`config.mk`:
```
export PLATFORM = sky130hd
export DESIGN_NAME = tea_round
export DESIGN_NICKNAME = d
export VERILOG_FILES = /design/src/sv/tea_pkg.sv /design/src/sv/tea_round.sv
export SDC_FILE = /design/constraint.sdc
export NUM_CORES = 1
export LEC_CHECK = 0
export CELL_PAD_IN_SITES_DETAIL_PLACEMENT = 1
export CELL_PAD_IN_SITES_GLOBAL_PLACEMENT = 1
export CORE_ASPECT_RATIO = 1.75
export CORE_UTILIZATION = 40
export DETAILED_ROUTE_END_ITERATION = 8
export DONT_BUFFER_PORTS = 1
export PLACE_DENSITY_LB_ADDON = 0.1
export RECOVER_POWER = 100
export SLEW_MARGIN = 40
export SYNTH_ARGS = -nofsm -noshare
export SYNTH_HDL_FRONTEND = slang
export SYNTH_SLANG_ARGS = --single-unit
export TNS_END_PERCENT = 50
```
`constraint.sdc`:
```
create_clock -name clk -period 12.4 [get_ports clk]
set_input_delay 3.72 -clock clk [delete_from_list [all_inputs] [get_ports clk]]
set_output_delay 3.72 -clock clk [all_outputs]
set_load 0.005 [all_outputs]
```
`src/sv/tea_pkg.sv`:
```
// Shared types, constants and the round mix function for the TEA cipher.
// No dependencies.
package tea_pkg;

  localparam int unsigned WORD_W = 32;
  localparam logic [WORD_W-1:0] TEA_DELTA = 32'h3de6e675;

  // Key register indexes on the config port
  localparam logic [1:0] KEY_IDX_ZERO  = 2'd0;
  localparam logic [1:0] KEY_IDX_ONE   = 2'd1;
  localparam logic [1:0] KEY_IDX_TWO   = 2'd2;
  localparam logic [1:0] KEY_IDX_THREE = 2'd3;

  typedef logic [WORD_W-1:0] word_t;

  typedef struct packed {
    word_t k0;
    word_t k1;
    word_t k2;
    word_t k3;
  } key_t;

  // One pipeline slot: valid, mode and the two block halves
  typedef struct packed {
    logic  valid;
    logic  mode;
    word_t y;
    word_t z;
  } stg_t;

  // TEA F function
  function automatic word_t tea_mix(input word_t w, input word_t s,
                                    input word_t kl, input word_t kr);
    return ((w << 4) + kl) ^ (w + s) ^ ((w >> 5) + kr);
  endfunction

endpackage

```
`src/sv/tea_round.sv`:
```
// One Feistel round of the TEA pipeline, split into two registered half rounds.
// Depends on tea_pkg.
module tea_round import tea_pkg::*; #(
  parameter logic [31:0] SUM_ENC = 32'h0,
  parameter logic [31:0] SUM_DEC = 32'h0
) (
  input  logic clk,
  input  logic rst,
  input  logic advance,
  input  key_t key,
  input  stg_t din,
  output stg_t dout
);

  stg_t  mid;
  stg_t  mid_next;
  stg_t  dout_next;
  word_t sum_a;
  word_t sum_b;
  word_t mix_a;
  word_t mix_b;

  // Round sum depends on direction
  assign sum_a = din.mode ? SUM_DEC : SUM_ENC;
  assign sum_b = mid.mode ? SUM_DEC : SUM_ENC;

  // First half: encrypt updates y from z, decrypt updates z from y
  always_comb begin
    mix_a = din.mode ? tea_mix(din.y, sum_a, key.k2, key.k3)
                     : tea_mix(din.z, sum_a, key.k0, key.k1);
    mid_next = din;
    if (din.mode) begin
      mid_next.z = din.z - mix_a;
    end else begin
      mid_next.y = din.y + mix_a;
    end
  end

  // Second half: encrypt updates z from new y, decrypt updates y from new z
  always_comb begin
    mix_b = mid.mode ? tea_mix(mid.z, sum_b, key.k0, key.k1)
                     : tea_mix(mid.y, sum_b, key.k2, key.k3);
    dout_next = mid;
    if (mid.mode) begin
      dout_next.y = mid.y - mix_b;
    end else begin
      dout_next.z = mid.z + mix_b;
    end
  end

  // Stage registers; reset clears only the valid bits
  always_ff @(posedge clk) begin
    if (rst) begin
      mid.valid  <= 1'b0;
      dout.valid <= 1'b0;
    end else if (advance) begin
      mid  <= mid_next;
      dout <= dout_next;
    end
  end

endmodule

```
==> qor.yml <==
yosys:
  syn-cell-area_sq_mm: 0.0244
  syn_nets: 3487
  synth_ff_type: "edfxtp_1"
  synth_top_area_share_pct: 17.8
  ys_warn_count: 0
  synth_cells: 2930
  netlist-cell-type-count: 80
  ys_seq_elements: 132
  synth_edf_count: 130
  ys_async_sr_fraction_pct: 0
  synthTopCellsByArea: "ha_1, xnor2_1, edfxtp_1"
  seq_area_frac_synth_pct: 16.2
  synth_area_per_cell_sq_um: 8.33
  synth_top_area_cell: "ha_1"
die:
  start_util_pct: 40.5
  placementRows: 119
  die-height_um: 329
  ioPinCount: 263
  fp.dieArea_sq_mm: 0.0621
  core_area_sq_mm: 0.0603
  dieWidth_um: 189
sta:
  slew_headroom_pct: -189
  setup_violations: 0
  fmax_mhz: 104
  worst_slew_pin_slew_ns: 4.34
  rsz0062_at_grt: "false"
  slew_viol_final: 179
  min_period_over_period_pct: 77.6
  finalHoldViolCount: 0
  fin_skew_ns: 0.0132
  fin_ws_ns: 2.78
  setup_tns_ns: 0
  layout_min_cycle_time_ns: 9.62
detailed_routing:
  firstDrtPassIters: 7
  post_drt_wl_per_cell_um: 27.9
  vias_per_cell: 6.05
  drc_errors: 0
  drt-initial-drc-count: 1116
  final_antenna_net_count: 0
  drt-total-wl_um: 104000
  vias: 22400
critical_path:
  rrSetupSlack_ns: 4.27
  worst_setup_path_start_kind: "input port"
  rr_startpoint: "dout_next[64]$_DFFE_PP_"
  arrival_ns: 9.58
  required_ns: 12.37
  cp_max_fo: 70
  criticalPathCategory: "input port to register"
  crit_start: "advance"
  r2r-end: "dout[62]$_DFFE_PP_"
  r2r_cells: 16
  endpoint_kind: "register"
  cp-endpoint: "mid[15]$_DFFE_PP_"
placement:
  dpl-instance-area_sq_mm: 0.0253
  dpl.cell_count: 3675
  dp_slack_ns: 2.59
  dp_hpwl_um: 88400
  gp_congestion: 0.960
  io_buffers: 0
finish:
  fin_area_sq_mm: 0.0258
  fillers: 7264
  layout_common_cells: "xnor2_1, ha_1, a21oi_1, nand2_1, o21ai_0"
  drive_gt1_share_pct: 3.53
  instances_no_fill: 3708
  nets: 3465
  area_growth_pct: 5.73
  final_common_cell: "xnor2_1"
global_route:
  antenna_found_initial: 1
  grt_max_degree: 164
  grt_pass1_vias: 23800
  grt-ovfl-total: 0
  grt_pass1_wl_um: 149000
  grt_usage_pct: 32.9
clocking:
  cts.sinks: 132
  ctsHoldBuffers: 0
  clkLatencyLatePin_ns: 0.47
  cts.clk_slew.worst_paths_ns: 0.06
  cts_buffers: 17
  post_cts_buffers: 0
  cts_resized: 0
  clk_path_buf_depth: 2
  clock-root-buffer: "clkbuf_16"
  cts_tree: "yes"
  cts.htree.levels: 4
flow_run:
  drv_cap: 4
pwr:
  p_per_area_mw_per_mm2: 237
  irDropWorstVdd_v: 0.000119
  p_leak_nw: 10.9
  p_total_w: 0.00612
outcome:
  outcome: "finished, violations left"
  violations: "max-capacitance violations, max-slew violations"
min_path:
  hold_path_class: "register to register"
  min_delay_path_depth: 2
## power by group
group          leakage [nW]  total [W]  internal (W)  switching (W)
Clock                 0.288   0.000543      0.000297       0.000246
Combinational          9.38    0.00474       0.00194        0.00280
Sequential             1.23   0.000834      0.000692       0.000142
Total                  10.9    0.00612       0.00292        0.00319
## how the worst min path moves through the flow
stage,endpoint,from,slack (ns)
3_3_place_gp,dout[65]$_SDFFE_PP0P_,dout_next[65]$_SDFFE_PP0P_,0.48
4_1_cts,dout_next[65]$_SDFFE_PP0P_,dout_next[65]$_SDFFE_PP0P_,0.51
5_1_grt,dout_next[65]$_SDFFE_PP0P_,dout_next[65]$_SDFFE_PP0P_,0.53
3_5_place_dp,dout_next[65]$_SDFFE_PP0P_,dout_next[65]$_SDFFE_PP0P_,0.49
6_report,dout_next[65]$_SDFFE_PP0P_,dout_next[65]$_SDFFE_PP0P_,0.50
2_1_floorplan,dout[64]$_DFFE_PP_,dout_next[64]$_DFFE_PP_,0.42
## registers in the layout, summed over array words and instances (netlist names)
| register | count |
|---|---|
| dout_next | 2 |
| dout | 66 |
| mid | 64 |
## cell families after synthesis
| logic type | Yosys count | synth area share, % |
|---|---|---|
| flops | 132 | 16.2 |
| simple gates | 697 | 13.6 |
| buf+inv | 139 | 2.14 |
| xor+xnor | 581 | 20.9 |
| compound gates | 943 | 24.9 |
| mux | 78 | 3.54 |
| fa+ha+maj | 360 | 18.8 |
## synth_stat cells, drive strengths merged (8+ instances only)
cell	count
o21ai	208
xnor2	448
and2	18
or2	8
nor3	42
o21bai	35
inv	92
o211ai	17
nor2b	29
and4	9
edfxtp	130
and3	26
nand2b	45
nand2	234
nor2	168
a211oi	30
o21a	58
xor2	132
a21o	191
o31ai	19
a221o	8
ha	348
nand4	25
clkbuf	36
a21oi	259
mux2i	15
a31oi	26
fa	12
a211o	9
nand3	52
buf	11
or3	8
mux2	63
## per-stage QoR
stage	util [%]	hold WS [ns]
after floorplan	-	0.424
after global placement	41.9	0.479
after detailed placement	41.9	0.492
after CTS	42.9	0.507
after global routing	42.8	0.530
final	42.8	0.496
## worst max-delay path, cell delays in order
cell and delay [ns]:
nor2b_1 1.23, clkbuf_1 1.38, clkbuf_1 3.05
## final cells by class
cell class | count | area (sq um) | share of cell area (%)
multi-input cells | 2659 | 19900 | 77.2
flip-flops and latches | 132 | 3940 | 15.3
well taps | 786 | 983 | 3.81
clock buffers | 17 | 425 | 1.65
inverters | 92 | 345 | 1.34
clock inverters | 15 | 154 | 0.596
repair buffers | 6 | 33.8 | 0.131
diodes | 1 | 2.50 | 0.00970
## metal layers
layer  up-vias  global-route usage, %  part of all wire, %
met4         0                   28.9                  9.9
met3       271                   5.68                  4.2
li1      10700                      -                    -
met5         -                      0                    0
met2       619                   62.3                   52
met1     10800                   29.7                   34
Note: power is estimated with default switching activity, not from simulation.
